<file path="config.mk">
export PLATFORM = sky130hd
export DESIGN_NAME = url_and_c_escape_decoder_unit
export DESIGN_NICKNAME = d
export VERILOG_FILES = /design/src/rtl/ued_pkg.sv /design/src/rtl/ued_front.sv /design/src/rtl/ued_cmd_queue.sv /design/src/rtl/ued_back.sv /design/src/rtl/url_and_c_escape_decoder_unit.sv
export SDC_FILE = /design/constraint.sdc
export NUM_CORES = 1
export LEC_CHECK = 0
export ABC_AREA = 0
export BUFFER_PORTS_ARGS = -buffer_cell sky130_fd_sc_hd__buf_2
export CAP_MARGIN = 20
export CELL_PAD_IN_SITES_DETAIL_PLACEMENT = 0
export CELL_PAD_IN_SITES_GLOBAL_PLACEMENT = 1
export CORE_MARGIN = 4
export CORE_UTILIZATION = 30
export DETAILED_ROUTE_END_ITERATION = 7
export PLACE_DENSITY = 0.55
export REMOVE_ABC_BUFFERS = 1
export SLEW_MARGIN = 20
export SYNTH_ARGS = -nofsm -noshare
export SYNTH_HDL_FRONTEND = slang
export SYNTH_SLANG_ARGS = --single-unit
</file>
<file path="constraint.sdc">
create_clock -name clk -period 3.85 [get_ports clk]
set_input_delay 0.1925 -clock clk [delete_from_list [all_inputs] [get_ports clk]]
set_output_delay 0.1925 -clock clk [all_outputs]
set_load 0.005 [all_outputs]
</file>
<file path="src/rtl/ued_pkg.sv">
// ---------------------------------------------------------------------------
// ued_pkg
// Shared types, constants and helper functions of the URL / C escape decoder.
// ---------------------------------------------------------------------------
`default_nettype none

package ued_pkg;

  localparam int unsigned CmdQueueDepth = 4;

  localparam logic [1:0] ModeCopy = 2'd0;
  localparam logic [1:0] ModeUrl  = 2'd1;
  localparam logic [1:0] ModeC    = 2'd2;

  localparam logic [7:0] ChPlus      = 8'h2B;
  localparam logic [7:0] ChPercent   = 8'h25;
  localparam logic [7:0] ChSpace     = 8'h20;
  localparam logic [7:0] ChBackslash = 8'h5C;
  localparam logic [7:0] ChX         = 8'h78;

  typedef struct packed {
    logic [7:0] in_byte;
    logic       in_last;
  } ued_in_t;

  typedef struct packed {
    logic [7:0] out_byte;
    logic       has_byte;
    logic       out_last;
  } ued_out_t;

  typedef struct packed {
    logic     two;
    ued_out_t first;
    ued_out_t second;
  } ued_cmd_t;

  function automatic logic [3:0] hex_value(input logic [7:0] c);
    logic [3:0] v;
    v = 4'd0;
    if (c inside {[8'h41:8'h46]}) v = 4'(c - 8'h37);
    else if (c inside {[8'h61:8'h66]}) v = 4'(c - 8'h57);
    else if (c inside {[8'h30:8'h39]}) v = 4'(c - 8'h30);
    return v;
  endfunction

  function automatic logic [7:0] c_escape_map(input logic [7:0] c);
    logic [7:0] v;
    case (c)
      8'h61:   v = 8'd7;
      8'h62:   v = 8'd8;
      8'h66:   v = 8'd12;
      8'h6E:   v = 8'd10;
      8'h72:   v = 8'd13;
      8'h74:   v = 8'd9;
      8'h76:   v = 8'd11;
      8'h30:   v = 8'd0;
      default: v = c;
    endcase
    return v;
  endfunction

  function automatic logic [7:0] url_plain(input logic [7:0] c);
    return (c == ChPlus) ? ChSpace : c;
  endfunction

endpackage

`default_nettype wire

</file>
<file path="src/rtl/ued_front.sv">
// ---------------------------------------------------------------------------
// ued_front
// Classifies each input byte against the escape state and the mode register
// and produces a command of zero, one or two results.
// ---------------------------------------------------------------------------
`default_nettype none

module ued_front (
  input  wire logic              clk,
  input  wire logic              rst,
  input  wire logic              cfg_we,
  input  wire logic [1:0]        cfg_data,
  input  wire logic              in_fire,
  input  wire ued_pkg::ued_in_t  in_item,
  output logic                   cmd_valid,
  output ued_pkg::ued_cmd_t      cmd
);
  import ued_pkg::*;

  localparam logic [2:0] PhIdle    = 3'd0;
  localparam logic [2:0] PhUrlPct  = 3'd1;
  localparam logic [2:0] PhUrlHex  = 3'd2;
  localparam logic [2:0] PhCEsc    = 3'd3;
  localparam logic [2:0] PhCHex0   = 3'd4;
  localparam logic [2:0] PhCHex1   = 3'd5;

  logic [1:0] mode;
  logic [2:0] phase, phase_next;
  logic [7:0] held, held_next;
  logic [7:0] b;
  logic       last;

  assign b    = in_item.in_byte;
  assign last = in_item.in_last;

  always_comb begin
    phase_next = PhIdle;
    held_next  = held;
    cmd_valid  = 1'b0;
    cmd        = '0;
    case (phase)
      PhUrlPct: begin
        if (last) begin
          cmd_valid = 1'b1;
          cmd.two   = 1'b1;
          cmd.first = '{out_byte: ChPercent, has_byte: 1'b1, out_last: 1'b0};
          cmd.second = '{out_byte: url_plain(b), has_byte: 1'b1, out_last: 1'b1};
        end else begin
          held_next  = b;
          phase_next = PhUrlHex;
        end
      end
      PhUrlHex, PhCHex1: begin
        cmd_valid = 1'b1;
        cmd.first = '{out_byte: {hex_value(held), hex_value(b)}, has_byte: 1'b1,
                      out_last: last};
      end
      PhCEsc: begin
        if (b == ChX) begin
          if (last) begin
            cmd_valid = 1'b1;
            cmd.first = '{out_byte: 8'h00, has_byte: 1'b1, out_last: 1'b1};
          end else begin
            phase_next = PhCHex0;
          end
        end else begin
          cmd_valid = 1'b1;
          cmd.first = '{out_byte: c_escape_map(b), has_byte: 1'b1, out_last: last};
        end
      end
      PhCHex0: begin
        if (last) begin
          cmd_valid = 1'b1;
          cmd.first = '{out_byte: {hex_value(b), 4'h0}, has_byte: 1'b1, out_last: 1'b1};
        end else begin
          held_next  = b;
          phase_next = PhCHex1;
        end
      end
      default: begin
        if (mode == ModeUrl) begin
          if (b == ChPercent && !last) begin
            phase_next = PhUrlPct;
          end else begin
            cmd_valid = 1'b1;
            cmd.first = '{out_byte: url_plain(b), has_byte: 1'b1, out_last: last};
          end
        end else if (mode == ModeC) begin
          if (b == ChBackslash) begin
            if (last) begin
              cmd_valid = 1'b1;
              cmd.first = '{out_byte: 8'h00, has_byte: 1'b0, out_last: 1'b1};
            end else begin
              phase_next = PhCEsc;
            end
          end else begin
            cmd_valid = 1'b1;
            cmd.first = '{out_byte: b, has_byte: 1'b1, out_last: last};
          end
        end else begin
          cmd_valid = 1'b1;
          cmd.first = '{out_byte: b, has_byte: 1'b1, out_last: last};
        end
      end
    endcase
  end

  always_ff @(posedge clk) begin
    if (rst) begin
      mode  <= ModeUrl;
      phase <= PhIdle;
      held  <= 8'h00;
    end else begin
      if (cfg_we) begin
        mode <= cfg_data;
      end
      if (in_fire) begin
        phase <= phase_next;
        held  <= held_next;
      end
    end
  end

endmodule

`default_nettype wire

</file>
<file path="src/rtl/ued_cmd_queue.sv">
// ---------------------------------------------------------------------------
// ued_cmd_queue
// Short register queue of decode commands between the front and back parts.
// ---------------------------------------------------------------------------
`default_nettype none

module ued_cmd_queue #(
  parameter int unsigned DEPTH = ued_pkg::CmdQueueDepth
) (
  input  wire logic              clk,
  input  wire logic              rst,
  input  wire logic              wr,
  input  wire ued_pkg::ued_cmd_t wr_data,
  input  wire logic              rd,
  output ued_pkg::ued_cmd_t      rd_data,
  output logic                   full,
  output logic                   empty
);
  import ued_pkg::*;

  localparam int unsigned AW = (DEPTH > 1) ? $clog2(DEPTH) : 1;
  localparam int unsigned CW = $clog2(DEPTH + 1);

  ued_cmd_t        mem [DEPTH];
  logic [AW-1:0]   wr_ptr, rd_ptr;
  logic [CW-1:0]   count;
  logic            do_wr, do_rd;

  assign full    = (count == CW'(DEPTH));
  assign empty   = (count == '0);
  assign do_wr   = wr && !full;
  assign do_rd   = rd && !empty;
  assign rd_data = mem[rd_ptr];

  always_ff @(posedge clk) begin
    if (do_wr) begin
      mem[wr_ptr] <= wr_data;
    end
  end

  always_ff @(posedge clk) begin
    if (rst) begin
      wr_ptr <= '0;
      rd_ptr <= '0;
      count  <= '0;
    end else begin
      if (do_wr) begin
        wr_ptr <= (wr_ptr == AW'(DEPTH - 1)) ? '0 : wr_ptr + 1'b1;
      end
      if (do_rd) begin
        rd_ptr <= (rd_ptr == AW'(DEPTH - 1)) ? '0 : rd_ptr + 1'b1;
      end
      if (do_wr && !do_rd) begin
        count <= count + 1'b1;
      end else if (do_rd && !do_wr) begin
        count <= count - 1'b1;
      end
    end
  end

endmodule

`default_nettype wire

</file>
<file path="src/rtl/ued_back.sv">
// ---------------------------------------------------------------------------
// ued_back
// Expands queued commands into single results and holds the oldest result
// in an output register.
// ---------------------------------------------------------------------------
`default_nettype none

module ued_back (
  input  wire logic              clk,
  input  wire logic              rst,
  input  wire logic              cmd_empty,
  input  wire ued_pkg::ued_cmd_t cmd,
  output logic                   cmd_rd,
  input  wire logic              pop,
  output logic                   empty,
  output ued_pkg::ued_out_t      out_item
);
  import ued_pkg::*;

  logic     out_valid;
  logic     second;
  ued_out_t out_reg;
  logic     out_free;
  logic     load;

  assign out_free = !out_valid || pop;
  assign load     = out_free && !cmd_empty;
  assign cmd_rd   = load && (second || !cmd.two);
  assign empty    = !out_valid;
  assign out_item = out_reg;

  always_ff @(posedge clk) begin
    if (load) begin
      out_reg <= second ? cmd.second : cmd.first;
    end
  end

  always_ff @(posedge clk) begin
    if (rst) begin
      out_valid <= 1'b0;
      second    <= 1'b0;
    end else begin
      if (out_free) begin
        out_valid <= !cmd_empty;
      end
      // advance to the second half of a two-result command
      if (load) begin
        second <= cmd.two && !second;
      end
    end
  end

endmodule

`default_nettype wire

</file>
<file path="src/rtl/url_and_c_escape_decoder_unit.sv">
// ---------------------------------------------------------------------------
// url_and_c_escape_decoder_unit
// Streaming URL percent / C backslash escape decoder, one byte per transfer.
// ---------------------------------------------------------------------------
// channel   handshake         payload
// input     push / full       in_item  (in_byte, in_last)
// result    pop / empty       out_item (out_byte, has_byte, out_last)
// config    cfg_we            cfg_data (decode_mode)
//
// One input byte is taken per cycle unless full is high; the front updates the
// escape state in the same cycle and queues a command of up to two results.
// The back drains one result per cycle while pop is asserted, so a byte ending
// a short percent escape yields an extra result; the command queue absorbs it.
// A result passes the command queue and the output register on its way out.
// Reset clears the escape state and all queued results and sets URL mode.
// full rises only when the command queue is full.
// ---------------------------------------------------------------------------
`default_nettype none

module url_and_c_escape_decoder_unit #(
  parameter int unsigned QUEUE_DEPTH = ued_pkg::CmdQueueDepth
) (
  input  wire logic              clk,
  input  wire logic              rst,
  input  wire logic              push,
  output logic                   full,
  input  wire ued_pkg::ued_in_t  in_item,
  output logic                   empty,
  input  wire logic              pop,
  output ued_pkg::ued_out_t      out_item,
  input  wire logic              cfg_we,
  input  wire logic [1:0]        cfg_data
);
  import ued_pkg::*;

  logic     in_fire;
  logic     cmd_valid;
  ued_cmd_t cmd_in;
  ued_cmd_t cmd_head;
  logic     cmd_rd;
  logic     cmd_empty;

  assign in_fire = push && !full;

  ued_front u_front (
    .clk       (clk),
    .rst       (rst),
    .cfg_we    (cfg_we),
    .cfg_data  (cfg_data),
    .in_fire   (in_fire),
    .in_item   (in_item),
    .cmd_valid (cmd_valid),
    .cmd       (cmd_in)
  );

  ued_cmd_queue #(
    .DEPTH (QUEUE_DEPTH)
  ) u_queue (
    .clk     (clk),
    .rst     (rst),
    .wr      (in_fire && cmd_valid),
    .wr_data (cmd_in),
    .rd      (cmd_rd),
    .rd_data (cmd_head),
    .full    (full),
    .empty   (cmd_empty)
  );

  ued_back u_back (
    .clk       (clk),
    .rst       (rst),
    .cmd_empty (cmd_empty),
    .cmd       (cmd_head),
    .cmd_rd    (cmd_rd),
    .pop       (pop),
    .empty     (empty),
    .out_item  (out_item)
  );

endmodule

`default_nettype wire
</file>
Word-level counts from Yosys, hierarchy flattened. Memories as Yosys holds them, arrays and structs flattened. A register that Yosys moved wholly into a read port is not among the register bits. Cells that the tools add are included.

Flip-flop bits (word level): 32. Bits in writable memories: 84. Output and inout port bits: 12. Word-level logic and storage cells: 134. Memories: 1.

$add $sub $neg: 10. Magnitude comparators: 12. Equal/unequal tests: 22. Mux-type cells: 46. Bitwise logic cells: 1. Reductions and logical operators: 31.

Memories: u_queue.mem (depth 4, bits a word 21, read ports 1, clocked after memory_dff 1, wr ports 1, line ued_cmd_queue.sv:24) `ued_cmd_t mem [DEPTH];`.

Operators by type and width (count): 10-bit two-way mux (8); 8-bit by 7-bit equality test with 1-bit output (second input constant) (9); 8-bit case mux with 8 select lines (1); 10-bit case mux with 4 select lines (1); 8-bit by 7-bit greater-or-equal comparator with 1-bit output (second input constant) (4); 8-bit by 7-bit <= comparator with 1-bit output (second input constant) (4); 8-bit by 6-bit equality test with 1-bit output (second input constant) (3); 3-bit two-way mux (8); 4-bit two-way mux (6); 21-bit two-way mux (1); 8-bit by 6-bit greater-or-equal comparator with 1-bit output (second input constant) (2); 8-bit by 6-bit <= comparator with 1-bit output (second input constant) (2); 1-bit logical AND (16); 4-bit by 3-bit subtractor with 4-bit output (second input constant) (4); 2-bit two-way mux (7); 3-bit case mux with 4 select lines (1); 1-bit two-way mux (11); 3-bit equality test (second input constant) (3); 1-bit logical NOT (8); 8-bit two-way mux (1); 4-bit by 1-bit subtractor with 4-bit output (second input constant) (2); 2-bit equality test (second input constant) (3); 3-bit by 2-bit equality test with 1-bit output (second input constant) (2); 2-bit by 1-bit adder with 2-bit output (second input constant) (2); 11 further kinds (13).

Logic depth before layout (Yosys ltp).
Word-level depth: 11. Mapped depth: 13. Gate-level depth less buffers: 12.

Modules after synthesis. Synthesis repeated with hierarchy kept, for this count alone.

Cells, all modules: 430. Area, all modules: 5806.8 um^2.

Modules (own cells, without submodules): ued_cmd_queue (instances 1, cells each 159, area an instance 3537.1 um^2, seq. area each 2702.6 um^2); ued_front (instances 1, cells each 236, area an instance 1696.6 um^2, seq. area each 260.2 um^2); ued_back (instances 1, cells each 33, area an instance 558.0 um^2, seq. area each 340.3 um^2); url_and_c_escape_decoder_unit (instances 1, cells each 2, area an instance 15.0 um^2, seq. area each 0.0 um^2).

Worst setup path before layout. No wires, ideal clock.

Path kind: input-to-reg. Start point: in in_item[1] (netlist bit). End point: reg u_queue.count[2]. Data arrival time: 2606 ps. Path slack: 1174 ps. Cell stages on the path: 13. Path buffers: 1. Cell sequence: inv_1 > ha_1 > and3_1 > and3_1 > buf_2 > a211oi_1 > o21a_2 > ha_1 > inv_1 > fa_1 > xor2_1 > or3_1 > a21oi_1.

Longest elaborated chain between the ends: 10.

RTL lines: start, declared (line url_and_c_escape_decoder_unit.sv:27) `input wire ued_pkg::ued_in_t in_item,`; 8-bit by 7-bit equality test with 1-bit output or 8-bit by 6-bit equality test with 1-bit output (tied branches) (line ued_front.sv:89, ued_front.sv:82); 1-bit two-way mux or 1-bit logical AND (tied branches) (line ued_front.sv:89, ued_front.sv:82); 1-bit two-way mux, on equally long branches (line ued_front.sv:88, ued_front.sv:82); 1-bit two-way mux (line ued_front.sv:81) `if (mode == ModeUrl) begin`; 1-bit case mux with 3 select lines * (line ued_front.sv:41) `case (phase)`; 1-bit logical AND * (line url_and_c_escape_decoder_unit.sv:61) `.wr (in_fire && cmd_valid),`; 1-bit logical AND * (line ued_cmd_queue.sv:31) `assign do_wr = wr && !full;`; named net u_queue.do_wr (line ued_cmd_queue.sv:27) `logic do_wr, do_rd;`; 1-bit logical NOT (line ued_cmd_queue.sv:55) `end else if (do_rd && !do_wr) begin`; 1-bit logical AND (line ued_cmd_queue.sv:55); 2-bit nonzero test (no line); end signal, assigned (line ued_cmd_queue.sv:54) `count <= count + 1'b1;`; end signal, assigned (line ued_cmd_queue.sv:56) `count <= count - 1'b1;`; end, declared (line ued_cmd_queue.sv:26) `logic [CW-1:0] count;`.

The timed path passes the listed nets; every way through them passes the cells marked *. A chain may end at the register's enable or synchronous reset.

Worst setup path in the final report.
Start point: reg u_front.phase[2]. End point: reg u_queue.count[2].

Longest elaborated chain between the ends: 8.

RTL lines: start, declared (line ued_front.sv:28) `logic [2:0] phase, phase_next;`; start signal, assigned (line ued_front.sv:111) `phase <= PhIdle;`; start signal, assigned (line ued_front.sv:118) `phase <= phase_next;`; 3-bit by 1-bit equality test with 1-bit output (tied with other cells) (line ued_front.sv:41); 2-bit OR reduction (no line); 1-bit case mux with 3 select lines * (line ued_front.sv:41); 1-bit logical AND * (line url_and_c_escape_decoder_unit.sv:61); 1-bit logical AND * (line ued_cmd_queue.sv:31); named net u_queue.do_wr (line ued_cmd_queue.sv:27); 1-bit logical NOT (line ued_cmd_queue.sv:55); 1-bit logical AND (line ued_cmd_queue.sv:55); 2-bit nonzero test (no line).

Marks and branches as above.

==> reports/metrics.csv <==
metric,value,unit
Total GRT Usage,12.3,%
area growth from synthesis to layout,12.5,%
multiplexer area fraction after synthesis,10.7,%
Yosys reg bits,110,
Final Hold Fails,0,
Slew Limit Fails,0,
Num CTS Buffers,9,
Final TNS setup,0,ns
final core occ,34.5,%
core area,17300,um2
VDD IR max,0.258,mV
worst-path cell chain,nor3_1 -> a21o_1 -> a211oi_1 -> o21a_2 -> ha_1 -> inv_1 -> fa_1 -> xor2_1 -> or3_1 -> a21oi_1,
crit share post-route,72.3,%
worst reg2reg setup slack,1.07,ns
Critical Path Max Stage Delay,0.62,ns
Worst Setup SP,u_front.phase[2],
PostCTS Resize Cnt,0,
Finished Layout Cells,669,
Post-Place Cell Area,5670,um2
Synth Area in Simple Gates,13.1,%
register area share after synthesis,57.8,%
Synth Instances,416,
Die ar.,19900,um2
Root Driver,clkbuf_16,
Syn. warnings,0,
layout cell share with drive strength beyond 1,17.6,%
Compound-Gate Fraction of Synth Area,10.2,%
power density cells,571,nW/um2
Post-Synth XOR/XNOR Area,0.826,%
Post-synth top flop,edfxtp_1,
synthesized cell area,5300,um2
Iteration-0 DRC Markers,204,
CP Capture Point,u_queue.count[2],
Worst Path Required,4.13,ns
distinct cell type count after synthesis,66,
largest net degree at the start of global routing,25,
Cell Count Post-Placement,653,
Synth top cells by count,"edfxtp_1, nand2_1, nor2_1",
Synth area leader,edfxtp_1,
ranking of synthesized cells by area,"edfxtp_1, dfxtp_1, mux4_2, ha_1, nand2_1",
vias per cell,5.03,
total gr overflow,0,
RSZ-0062 raised after global routing,false,
measured slew at the worst slew-check pin,0.587,ns
Starting Density,30.6,%
Synth Area in Adders,3.92,%
Critical Path Sink Type,register,
Post-Place Setup Slack,0.758,ns
Setup Buffers After CTS,0,
top-count cell post-synth,edfxtp_1,
Antenna Cells,0,
Layout Nets,471,
end of the worst register-to-register path,u_queue.count[2],
RePlAce Congestion,0.841,
CP Data Arrival Time,3.06,ns
Std-Cell Rows,48,
I/O pins,28,
fin area,5960,um2
fin worst setup slack,1.07,ns
Fmax,359,MHz
vias in the first global route,3403,
CTS tree,done,
post-DP HPWL,7940,um
Post-synth EDFFs,86,
first-pass GRT wire length,18800,um
clock net sink count,110,
Final Power,3.41,mW
Layout Skew,0.00759,ns
"Avg Cell Area, Syn",12.7,um2
outcome,"complete, no violations",
worst r2r path cells,10,
port bufs,27,
WL final,11600,um
Die Wd,141,um
clock edge transition at the registers on the reported setup and hold paths,0.07,ns
worst skew pair latency,0.34,ns
number of iterations in the first detailed-routing pass,4,
combinational family with the most area after synthesis,simple AND/OR/NAND/NOR gates,
"FFs w/ async S/R, synth",0,%
Hold Crit Class,input pin to register,
Antenna Violating Nets Remaining,0,
Rel. slew slack,60.8,%
Worst R2R Start,u_front.phase[2],
Synth top area share,48.7,%
Setup CP Type,register to register,
worst-path fanout max,16,
WL per Instance,17.4,um
min Tclk post-route,2.78,ns
DRC errors left,0,
vias post-DR,3364,
Bufs on Longest Clock Path,2,
"Slowest-stage cell, CP",dfxtp_1,
critical path startpoint category,register,
WHS,0.0447,ns
H-tree levels,3,
P_leak,2.16,nW
initial antenna violation count,0,
Die Span Y,141,um
max_cap viols,0,
Final setup viols,0,
hold_buf cts,0,
==> cell type report <==
type,instances,area [um2]
clock buffer,11,233
multi-input combinational,262,2050
tap,225,282
timing repair buffer,33,180
sequential,110,3060
inverter,23,86.3
fill,1703,11300
clock inverter,5,66.3
==> sequential cells by signal (all words and copies together) (netlist names), named ones only <==
signal            cells
u_queue.wr_ptr        2
u_queue.count         3
u_front.held          8
u_back.second         1
u_front.phase         3
u_front.mode          2
u_back.out_item      10
u_back.out_valid      1
u_queue.rd_ptr        2
u_queue.mem          76
==> power breakdown <==
group,internal (mW),switching (mW)
logic,0.390,0.483
registers,1.52,0.0796
clock network,0.514,0.423
==> cell usage in the layout (no fill, tap or decap), types with 5 or more instances in the layout <==
cell / instances
inv_1: 22
edfxtp_1: 86
a21o_1: 5
ha_1: 15
mux2i_1: 13
buf_2: 27
o21ai_0: 10
nand3_1: 7
and3_1: 5
nor3_1: 12
a21oi_1: 14
nand2_1: 37
dfxtp_1: 24
nor2_1: 32
nor2b_1: 9
and2_1: 5
clkbuf_16: 9
mux4_2: 19
buf_4: 6
==> worst max-delay path, delay by kind of cell, from the launching register on <==
family                     cells  cell delay [ns]
buffers and inverters          1             0.06
DFF                            1             0.62
adders and majority gates      2             0.62
AOI/OAI and AO/OA              4             0.78
and+or+nand+nor                2             0.44
xor gates and xnor gates       1             0.17
==> logic make-up after synthesis <==
| kind of cell | Yosys count |
|---|---|
| AO/OA/AOI/OAI | 74 |
| XOR/XNOR | 5 |
| adder cells (fa/ha/maj) | 16 |
| buffers and inverters | 44 |
| flip-flops | 110 |
| multiplexers | 33 |
| AND/OR/NAND/NOR | 134 |
==> how the worst min path moves through the flow <==
stage	to	startpoint	slack (ns)	depth (start not counted)
final	u_front.mode[0]	cfg_data[0]	0.04	2
after CTS	u_front.mode[0]	cfg_data[0]	0.03	2
after global routing	u_front.mode[0]	cfg_data[0]	0.04	2
after detailed placement	u_front.mode[0]	cfg_data[0]	0.40	2
after floorplan	u_back.out_valid	rst	0.26	1
after global placement	u_front.mode[0]	cfg_data[0]	0.40	2
==> layer usage <==
metal	up-vias	track usage, %	part of all wire [%]
met3	17	3.05	3.7
li1	1610	-	-
met1	1672	16.7	48
met4	0	4.39	2.4
met5	-	0	0
met2	65	19.0	46
Power figures use the tool's default switching activity.
